[src/hdl/jdfp_pkg.sv]
// ---------------------------------------------------------------------------
// jdfp_pkg
// Shared types, widths and constants of the joint distance feedrate planner.
// ---------------------------------------------------------------------------
package jdfp_pkg;

	localparam int COORD_W  = 24;
	localparam int RATE_W   = 16;
	localparam int FEED_W   = 16;
	localparam int NUM_AXES = 6;
	localparam int AX_W     = $clog2(NUM_AXES);

	// sum of six squares of COORD_W-bit magnitudes, padded to an even width
	localparam int SQ_W     = 2 * COORD_W;
	localparam int SUM_W    = SQ_W + 4;
	localparam int ROOT1_W  = SUM_W / 2;
	localparam int ROOT2_W  = ROOT1_W / 2;
	localparam int REM_W    = ROOT1_W + 2;
	localparam int STEP_W   = $clog2(ROOT1_W + 1);

	// rate = (base * fourth root) >> 5
	localparam int RATE_SHIFT = 5;
	localparam int PROD_W     = RATE_W + ROOT2_W;
	localparam int RAW_W      = PROD_W - RATE_SHIFT;

	// configuration port
	localparam int ADDR_W    = 4;
	localparam int DATA_W    = 32;
	localparam int REG_IDX_W = 2;
	localparam logic [REG_IDX_W-1:0] REG_BASE = 2'd0;
	localparam logic [REG_IDX_W-1:0] REG_MAX  = 2'd1;
	localparam logic [REG_IDX_W-1:0] REG_MIN  = 2'd2;

	localparam logic [RATE_W-1:0] BASE_RESET = RATE_W'(9600);
	localparam logic [RATE_W-1:0] MAX_RESET  = RATE_W'(40000);
	localparam logic [RATE_W-1:0] MIN_RESET  = RATE_W'(8000);

	typedef struct packed {
		logic signed [COORD_W-1:0] axis_x;
		logic signed [COORD_W-1:0] axis_y;
		logic signed [COORD_W-1:0] axis_z;
		logic signed [COORD_W-1:0] axis_b;
		logic signed [COORD_W-1:0] axis_c;
		logic signed [COORD_W-1:0] axis_e;
		logic                      ends_section;
		logic                      starts_section;
		logic                      path_end;
	} wp_t;

	typedef struct packed {
		logic [FEED_W-1:0] feed_out;
		logic              conflict_error;
		logic              run_last;
	} feed_t;

	typedef struct packed {
		logic              start;
		logic [STEP_W-1:0] steps;
	} sqrt_cmd_t;

	typedef struct packed {
		logic busy;
		logic done;
	} sqrt_stat_t;

	typedef enum logic [3:0] {
		ST_IDLE,
		ST_DIFF,
		ST_SQR,
		ST_ACC,
		ST_R1_GO,
		ST_R1_WAIT,
		ST_R2_GO,
		ST_R2_WAIT,
		ST_MUL,
		ST_CLAMP,
		ST_OUT1,
		ST_OUT2
	} plan_state_t;

	// magnitude of the difference of two signed coordinates
	function automatic logic [COORD_W-1:0] abs_diff(input logic [COORD_W-1:0] a,
			input logic [COORD_W-1:0] b);
		logic [COORD_W:0] d;
		logic [COORD_W:0] m;
		d = {a[COORD_W-1], a} - {b[COORD_W-1], b};
		m = d[COORD_W] ? (~d + 1'b1) : d;
		return m[COORD_W-1:0];
	endfunction

endpackage

[src/hdl/jdfp_isqrt.sv]
// ---------------------------------------------------------------------------
// jdfp_isqrt
// Floored integer square root, two operand bits per cycle from the top down.
// ---------------------------------------------------------------------------
module jdfp_isqrt
	import jdfp_pkg::*;
(
	input  logic               clk,
	input  logic               arst_n,
	input  sqrt_cmd_t          cmd,
	input  logic [SUM_W-1:0]   operand,
	output sqrt_stat_t         stat,
	output logic [ROOT1_W-1:0] root
);

	logic [SUM_W-1:0]   opnd_q;
	logic [REM_W-1:0]   rem_q;
	logic [ROOT1_W-1:0] root_q;
	logic [STEP_W-1:0]  cnt_q;
	logic               busy_q;
	logic               done_q;

	logic [REM_W-1:0]   rem_sh;
	logic [REM_W-1:0]   trial;
	logic               fits;

	assign rem_sh = {rem_q[REM_W-3:0], opnd_q[SUM_W-1 -: 2]};
	assign trial  = {root_q, 2'b01};
	assign fits   = (rem_sh >= trial);

	always_ff @(posedge clk or negedge arst_n) begin
		if (!arst_n) begin
			busy_q <= 1'b0;
			done_q <= 1'b0;
			cnt_q  <= '0;
		end else begin
			done_q <= 1'b0;
			if (cmd.start) begin
				busy_q <= 1'b1;
				cnt_q  <= cmd.steps;
			end else if (busy_q) begin
				cnt_q <= cnt_q - 1'b1;
				if (cnt_q == STEP_W'(1)) begin
					busy_q <= 1'b0;
					done_q <= 1'b1;
				end
			end
		end
	end

	// operand is consumed from the top, so n steps give the root of its top 2n bits
	always_ff @(posedge clk) begin
		if (cmd.start) begin
			opnd_q <= operand;
			rem_q  <= '0;
			root_q <= '0;
		end else if (busy_q) begin
			opnd_q <= {opnd_q[SUM_W-3:0], 2'b00};
			rem_q  <= fits ? (rem_sh - trial) : rem_sh;
			root_q <= {root_q[ROOT1_W-2:0], fits};
		end
	end

	assign stat.busy = busy_q;
	assign stat.done = done_q;
	assign root      = root_q;

endmodule

[src/hdl/joint_distance_feedrate_planner.sv]
// ---------------------------------------------------------------------------
// joint_distance_feedrate_planner
// Feedrate of each six-axis waypoint from the joint distance to the next one.
// ---------------------------------------------------------------------------
//  channel    direction  handshake                    word
//  wp         in         wp_valid / wp_ready          wp_t: six axes, three flags
//  feed       out        feed_valid / feed_ready      feed_t: rate, error, last
//  apb        in         psel, penable, pwrite        base, max and min rate
//
// a distance waypoint runs six diff, square and add passes, squaring through the
// shared multiplier, then starts and waits on each of the two roots in turn, then
// multiplies, clamps, outputs one or two words and returns to idle
// a section end skips the distance work and goes straight to the clamp
// reset clears all control state at once; no clearing pass
// wp_ready is high only when idle; output states wait on feed_ready
// ---------------------------------------------------------------------------
module joint_distance_feedrate_planner
	import jdfp_pkg::*;
(
	input  logic              clk,
	input  logic              arst_n,
	input  logic              psel,
	input  logic              penable,
	input  logic              pwrite,
	input  logic [ADDR_W-1:0] paddr,
	input  logic [DATA_W-1:0] pwdata,
	output logic [DATA_W-1:0] prdata,
	output logic              pready,
	input  logic              wp_valid,
	output logic              wp_ready,
	input  wp_t               wp_data,
	output logic              feed_valid,
	input  logic              feed_ready,
	output feed_t             feed_data
);

	plan_state_t state_q;
	plan_state_t state_nx;

	logic [RATE_W-1:0] base_q;
	logic [RATE_W-1:0] max_q;
	logic [RATE_W-1:0] min_q;
	logic [REG_IDX_W-1:0] reg_idx;

	logic [COORD_W-1:0] held_q [NUM_AXES];
	logic [COORD_W-1:0] in_q   [NUM_AXES];
	logic [COORD_W-1:0] wp_axes [NUM_AXES];
	logic held_es_q;
	logic held_ss_q;
	logic have_held_q;
	logic halted_q;
	logic in_es_q;
	logic in_ss_q;
	logic in_pe_q;
	logic [RATE_W-1:0] last_rate_q;

	logic [AX_W-1:0]    ax_q;
	logic [COORD_W-1:0] d_q;
	logic [SQ_W-1:0]    sq_q;
	logic [SUM_W-1:0]   sum_q;
	logic [RAW_W-1:0]   rate_q;

	logic [RATE_W-1:0] res_feed_q;
	logic              res_err_q;
	logic              res_two_q;

	feed_t feed_q;
	logic  feed_valid_q;

	logic               wp_acc;
	logic               out_load;
	sqrt_cmd_t          sq_cmd;
	sqrt_stat_t         sq_stat;
	logic [SUM_W-1:0]   sq_opnd;
	logic [ROOT1_W-1:0] sq_root;

	logic [COORD_W-1:0] mul_a;
	logic [COORD_W-1:0] mul_b;
	logic [SQ_W-1:0]    mul_p;

	logic [RAW_W-1:0]  clamp_hi;
	logic [RAW_W-1:0]  clamp_lo;
	logic [RATE_W-1:0] clamped;

	// -----------------------------------------------------------------------
	// configuration
	// -----------------------------------------------------------------------
	assign reg_idx = paddr[ADDR_W-1:2];
	assign pready  = 1'b1;

	always_ff @(posedge clk or negedge arst_n) begin
		if (!arst_n) begin
			base_q <= BASE_RESET;
			max_q  <= MAX_RESET;
			min_q  <= MIN_RESET;
		end else if (psel && penable && pwrite) begin
			case (reg_idx)
				REG_BASE: base_q <= pwdata[RATE_W-1:0];
				REG_MAX:  max_q  <= pwdata[RATE_W-1:0];
				REG_MIN:  min_q  <= pwdata[RATE_W-1:0];
				default: ;
			endcase
		end
	end

	always_comb begin
		case (reg_idx)
			REG_BASE: prdata = {{(DATA_W-RATE_W){1'b0}}, base_q};
			REG_MAX:  prdata = {{(DATA_W-RATE_W){1'b0}}, max_q};
			REG_MIN:  prdata = {{(DATA_W-RATE_W){1'b0}}, min_q};
			default:  prdata = '0;
		endcase
	end

	// -----------------------------------------------------------------------
	// shared units
	// -----------------------------------------------------------------------
	assign mul_p = mul_a * mul_b;

	jdfp_isqrt u_isqrt (
		.clk     (clk),
		.arst_n  (arst_n),
		.cmd     (sq_cmd),
		.operand (sq_opnd),
		.stat    (sq_stat),
		.root    (sq_root)
	);

	assign wp_axes[0] = wp_data.axis_x;
	assign wp_axes[1] = wp_data.axis_y;
	assign wp_axes[2] = wp_data.axis_z;
	assign wp_axes[3] = wp_data.axis_b;
	assign wp_axes[4] = wp_data.axis_c;
	assign wp_axes[5] = wp_data.axis_e;

	// upper clamp first, lower clamp wins
	assign clamp_hi = (rate_q >= RAW_W'(max_q)) ? RAW_W'(max_q) : rate_q;
	assign clamp_lo = (clamp_hi <= RAW_W'(min_q)) ? RAW_W'(min_q) : clamp_hi;
	assign clamped  = clamp_lo[RATE_W-1:0];

	// -----------------------------------------------------------------------
	// sequencer
	// -----------------------------------------------------------------------
	always_comb begin
		state_nx = state_q;
		case (state_q)
			ST_IDLE: begin
				if (wp_valid) begin
					if (halted_q)
						state_nx = ST_IDLE;
					else if (!have_held_q)
						state_nx = wp_data.path_end ? ST_OUT1 : ST_IDLE;
					else if (held_es_q && held_ss_q)
						state_nx = ST_OUT1;
					else if (held_es_q)
						state_nx = ST_CLAMP;
					else
						state_nx = ST_DIFF;
				end
			end
			ST_DIFF:    state_nx = ST_SQR;
			ST_SQR:     state_nx = ST_ACC;
			ST_ACC:     state_nx = (ax_q == AX_W'(NUM_AXES - 1)) ? ST_R1_GO : ST_DIFF;
			ST_R1_GO:   state_nx = ST_R1_WAIT;
			ST_R1_WAIT: state_nx = sq_stat.done ? ST_R2_GO : ST_R1_WAIT;
			ST_R2_GO:   state_nx = ST_R2_WAIT;
			ST_R2_WAIT: state_nx = sq_stat.done ? ST_MUL : ST_R2_WAIT;
			ST_MUL:     state_nx = ST_CLAMP;
			ST_CLAMP:   state_nx = ST_OUT1;
			ST_OUT1: begin
				if (!feed_valid_q || feed_ready)
					state_nx = res_two_q ? ST_OUT2 : ST_IDLE;
			end
			ST_OUT2: begin
				if (!feed_valid_q || feed_ready)
					state_nx = ST_IDLE;
			end
			default:    state_nx = ST_IDLE;
		endcase
	end

	always_comb begin
		wp_ready     = 1'b0;
		out_load     = 1'b0;
		sq_cmd.start = 1'b0;
		sq_cmd.steps = STEP_W'(ROOT1_W);
		sq_opnd      = sum_q;
		mul_a        = d_q;
		mul_b        = d_q;
		case (state_q)
			ST_IDLE:  wp_ready = 1'b1;
			ST_R1_GO: sq_cmd.start = 1'b1;
			ST_R2_GO: begin
				sq_cmd.start = 1'b1;
				sq_cmd.steps = STEP_W'(ROOT2_W);
				sq_opnd      = {sq_root, {(SUM_W-ROOT1_W){1'b0}}};
			end
			ST_MUL: begin
				mul_a = {{(COORD_W-RATE_W){1'b0}}, base_q};
				mul_b = {{(COORD_W-ROOT2_W){1'b0}}, sq_root[ROOT2_W-1:0]};
			end
			ST_OUT1,
			ST_OUT2:  out_load = !feed_valid_q || feed_ready;
			default: ;
		endcase
	end

	assign wp_acc = wp_valid && wp_ready;

	always_ff @(posedge clk or negedge arst_n) begin
		if (!arst_n)
			state_q <= ST_IDLE;
		else
			state_q <= state_nx;
	end

	// waypoint and rate state
	always_ff @(posedge clk or negedge arst_n) begin
		if (!arst_n) begin
			have_held_q <= 1'b0;
			held_es_q   <= 1'b0;
			held_ss_q   <= 1'b0;
			halted_q    <= 1'b0;
			last_rate_q <= '0;
		end else if (wp_acc && !halted_q) begin
			if (!have_held_q) begin
				if (wp_data.path_end) begin
					last_rate_q <= '0;
				end else begin
					have_held_q <= 1'b1;
					held_es_q   <= wp_data.ends_section;
					held_ss_q   <= wp_data.starts_section;
				end
			end else if (held_es_q && held_ss_q) begin
				halted_q <= 1'b1;
			end
		end else if (state_q == ST_CLAMP) begin
			if (in_pe_q) begin
				have_held_q <= 1'b0;
				held_es_q   <= 1'b0;
				held_ss_q   <= 1'b0;
				last_rate_q <= '0;
			end else begin
				held_es_q   <= in_es_q;
				held_ss_q   <= in_ss_q;
				last_rate_q <= clamped;
			end
		end
	end

	always_ff @(posedge clk) begin
		if (wp_acc) begin
			for (int i = 0; i < NUM_AXES; i++)
				in_q[i] <= wp_axes[i];
			in_es_q <= wp_data.ends_section;
			in_ss_q <= wp_data.starts_section;
			in_pe_q <= wp_data.path_end;
			ax_q    <= '0;
			sum_q   <= '0;
			rate_q  <= RAW_W'(last_rate_q);
			if (!have_held_q) begin
				res_feed_q <= last_rate_q;
				res_err_q  <= 1'b0;
				res_two_q  <= 1'b0;
				if (!wp_data.path_end) begin
					for (int i = 0; i < NUM_AXES; i++)
						held_q[i] <= wp_axes[i];
				end
			end else begin
				res_feed_q <= '0;
				res_err_q  <= 1'b1;
				res_two_q  <= 1'b0;
			end
		end
		case (state_q)
			ST_DIFF: d_q  <= abs_diff(held_q[ax_q], in_q[ax_q]);
			ST_SQR:  sq_q <= mul_p;
			ST_ACC: begin
				sum_q <= sum_q + {{(SUM_W-SQ_W){1'b0}}, sq_q};
				ax_q  <= ax_q + 1'b1;
			end
			ST_MUL:  rate_q <= mul_p[PROD_W-1:RATE_SHIFT];
			ST_CLAMP: begin
				res_feed_q <= clamped;
				res_err_q  <= 1'b0;
				res_two_q  <= in_pe_q;
				if (!in_pe_q) begin
					for (int i = 0; i < NUM_AXES; i++)
						held_q[i] <= in_q[i];
				end
			end
			default: ;
		endcase
	end

	// -----------------------------------------------------------------------
	// output word register
	// -----------------------------------------------------------------------
	always_ff @(posedge clk or negedge arst_n) begin
		if (!arst_n)
			feed_valid_q <= 1'b0;
		else if (out_load)
			feed_valid_q <= 1'b1;
		else if (feed_ready)
			feed_valid_q <= 1'b0;
	end

	always_ff @(posedge clk) begin
		if (out_load) begin
			feed_q.feed_out       <= res_feed_q;
			feed_q.conflict_error <= (state_q == ST_OUT1) && res_err_q;
			feed_q.run_last       <= (state_q == ST_OUT2) || !res_two_q;
		end
	end

	assign feed_valid = feed_valid_q;
	assign feed_data  = feed_q;

	// -----------------------------------------------------------------------
	// assertions
	// -----------------------------------------------------------------------
	a_err_last: assert property (@(posedge clk) disable iff (!arst_n)
		feed_valid && feed_data.conflict_error |-> feed_data.run_last)
		else $error("error word not marked as last");

	a_err_zero: assert property (@(posedge clk) disable iff (!arst_n)
		feed_valid && feed_data.conflict_error |-> feed_data.feed_out == '0)
		else $error("error word carries a nonzero rate");

	a_halt_sticky: assert property (@(posedge clk) disable iff (!arst_n)
		halted_q |=> halted_q)
		else $error("halt released without reset");

	a_root_busy: assert property (@(posedge clk) disable iff (!arst_n)
		sq_stat.busy |-> (state_q == ST_R1_WAIT || state_q == ST_R2_WAIT))
		else $error("root unit busy outside a root wait");

endmodule

[config.mk]
export PLATFORM = sky130hd
export DESIGN_NAME = joint_distance_feedrate_planner
export DESIGN_NICKNAME = d
export VERILOG_FILES = /design/src/hdl/jdfp_pkg.sv /design/src/hdl/jdfp_isqrt.sv /design/src/hdl/joint_distance_feedrate_planner.sv
export SDC_FILE = /design/constraint.sdc
export NUM_CORES = 2
export LEC_CHECK = 0
export ABC_AREA = 1
export ABC_CLOCK_PERIOD_IN_PS = 17000
export BUFFER_PORTS_ARGS = -buffer_cell sky130_fd_sc_hd__clkbuf_2
export CORE_MARGIN = 2
export CORE_UTILIZATION = 60
export DETAILED_ROUTE_END_ITERATION = 10
export PLACE_DENSITY = 0.75
export SLEW_MARGIN = 40
export SYNTH_ARGS = -nofsm -noshare
export SYNTH_HDL_FRONTEND = slang
export SYNTH_HIERARCHICAL = 1
export SYNTH_SLANG_ARGS = --single-unit
[constraint.sdc]
create_clock -name clk -period 17 [get_ports clk]
set_input_delay 3.4 -clock clk [delete_from_list [all_inputs] [get_ports clk]]
set_output_delay 3.4 -clock clk [all_outputs]
set_load 0.01 [all_outputs]
==> impl_metrics.ini <==
[global_route]
grt_overflow = 0
gr-usage-all-layers_pct = 34.4
grt_max_degree = 154
grt_first_pass_wirelength_um = 252000
grt_pass1_vias = 46100
antenna_found_initial = 17

[route]
drt-vias-per-instance = 5.59
wl_per_cell_um = 19.5
drc = 0
drt-met1-wl_um = 64600
dr_wl_met3_um = 12500
vias = 46000
drt_iter0_markers = 4143
drt_pass1_iterations = 8
met2_length_um = 74500
ant_nets = 0
highest_layer = met5
wl_um = 161000

[timing]
worst_slew_pin_slew_ns = 0.901
slew_violations = 0
period_needed_ns = 9.53
maxSlewHeadroom_pct = 39.5
fmax_mhz = 105
final.setup_skew_ns = 0.0176
rsz0062_at_grt = false
hold_violations = 0
finalSetupViolCount = 0
fin_crit_sh_pct = 56.0
setup_tns_ns = 0

[clock_network]
cts_root_buf = clkbuf_16
htree_levels = 3
cts_resized = 0
cts_inserted_buffers = 75
clock_latency_ns = 0.66
post_cts_buffers = 0
postCtsHoldBufs = 0
clockBufferDepth = 3
cts_sinks = 665
path_clk_slew_ns = 0.06
cts_tree = yes

[critical_path]
worstSetupPathType = reg2reg
cp_max_fo = 32
start_kind = register
critPathMaxStageDelay_ns = 0.71
path_common_cell = fa_1
end_kind = register
cp.arrival_ns = 9.91
r2r_slack_ns = 7.47
critPathRequiredTime_ns = 17.38
cp_slowest_cell = nand2_1

[floorplanning]
placement_rows = 111
start_util_pct = 60.7
core-area_um2 = 91800
die_x_um = 309
die_y_um = 309
ios = 243
die_area_um2 = 95300

[synthesis]
netlist_instances = 6793
syn_area_um2 = 55700
synth.avg_cell_area_um2 = 8.20
ys_warn_count = 6

[place]
dp_hpwl_um = 124000
port_buffers = 207
gp_congestion = 0.966

[final_layout]
final_nets = 7881
layout-drive-gt1-share_pct = 7.68
final.fill_count = 7843
area_growth_syn_to_layout_pct = 8.11

[worst_hold_path]
min_path_type = reg2reg

[outcome]
status = finished, final reports clean

[flow_run]
cap_viol_max_count = 0
routing by layer:
layer  global-route usage (%)  up-vias
met5                        0        -
met4                     17.8        2
met3                     6.07      438
met2                     55.6     1816
met1                     44.6    22000
li1                         -    21700
registers in the layout, indices dropped and copies added, names as in the netlist, 3 cells and up, named ones only:
signal,count
last_rate_q,16
min_q,16
u_isqrt/root,26
max_q,16
res_feed_q,16
state_q,4
u_isqrt/opnd_q,52
d_q,24
u_isqrt/cnt_q,5
sum_q,52
u_isqrt/rem_q,26
ax_q,3
feed_data,18
sq_q,48
rate_q,24
in_q,144
base_q,16
held_q,144
worst max-delay path, delay by kind of cell, from the launching register on:
family / cells / cell delay, ns
fa+ha+maj: 8 / 3.90
buf+inv: 9 / 1.83
simple gates: 8 / 1.47
compound gates: 5 / 1.36
flops: 1 / 0.46
xor+xnor: 1 / 0.17
layout make-up:
cell class	count	area, µm²	share of cell area (%)
multi-input combinational	4645	31000	51.5
timing repair buffer	247	1380	2.29
sequential	665	19000	31.6
antenna	17	42.5	0.0706
tap	1243	1560	2.58
clock buffer	93	1940	3.23
clock inverter	42	449	0.746
inverter	1278	4810	7.98
path summary, 6_finish.rpt:
check                           endpoint      startpoint  depth (start not counted)
max                             sq_q[45]      state_q[0]                         31
min                        feed_data[16]  res_feed_q[14]                          0
max reg2reg                     sq_q[45]      state_q[0]                         31
min reg2reg                feed_data[16]  res_feed_q[14]                          0
max in group asynchronous       max_q[5]          arst_n                          2
min in group asynchronous      held_ss_q          arst_n                          1
layout by cell type, fill, tap and decap left out, types with 14 or more instances in the layout:
master and n:
nand2_1 1809, nand4_1 70, edfxtp_1 529, o22ai_1 51, nor3_1 52, o21bai_1 27
o21ai_0 294, dfxtp_1 53, conb_1 18, a21o_1 15, clkinv_1 27, buf_4 34
a211oi_1 28, clkbuf_16 75, clkbuf_2 206, a21oi_1 283, ha_1 306, nand2_2 42
inv_1 1230, nand3_1 186, nor2_4 14, clkbuf_1 18, o21ai_1 42, fa_1 473
dfrtp_1 65, o221ai_1 17, nor2_2 21, dfstp_2 15, nor2_1 654, inv_2 30
o21ai_2 22, a32o_1 24, diode_2 17, xor2_1 59, xnor2_1 18, a31oi_1 21
metrics by stage:
| stage | hold slack [ns] | utilization, % | std cells | worst slack, ns | cell area (µm²) |
|---|---|---|---|---|---|
| floorplan | 0.400 | - | 6809 | 7.61 | 55800 |
| global placement | 0.404 | 62.8 | 8075 | 7.76 | 57700 |
| detailed placement | 0.407 | 62.9 | 8076 | 7.75 | 57800 |
| CTS | 0.408 | 65.5 | 8211 | 7.73 | 60200 |
| global route | 0.423 | 65.6 | 8229 | 7.18 | 60200 |
| finish | 0.411 | 65.6 | 8230 | 7.47 | 60200 |
Power is left out: the tool's default activity adds up to more than one toggle a clock period on the data nets, which glitch-free logic cannot reach.
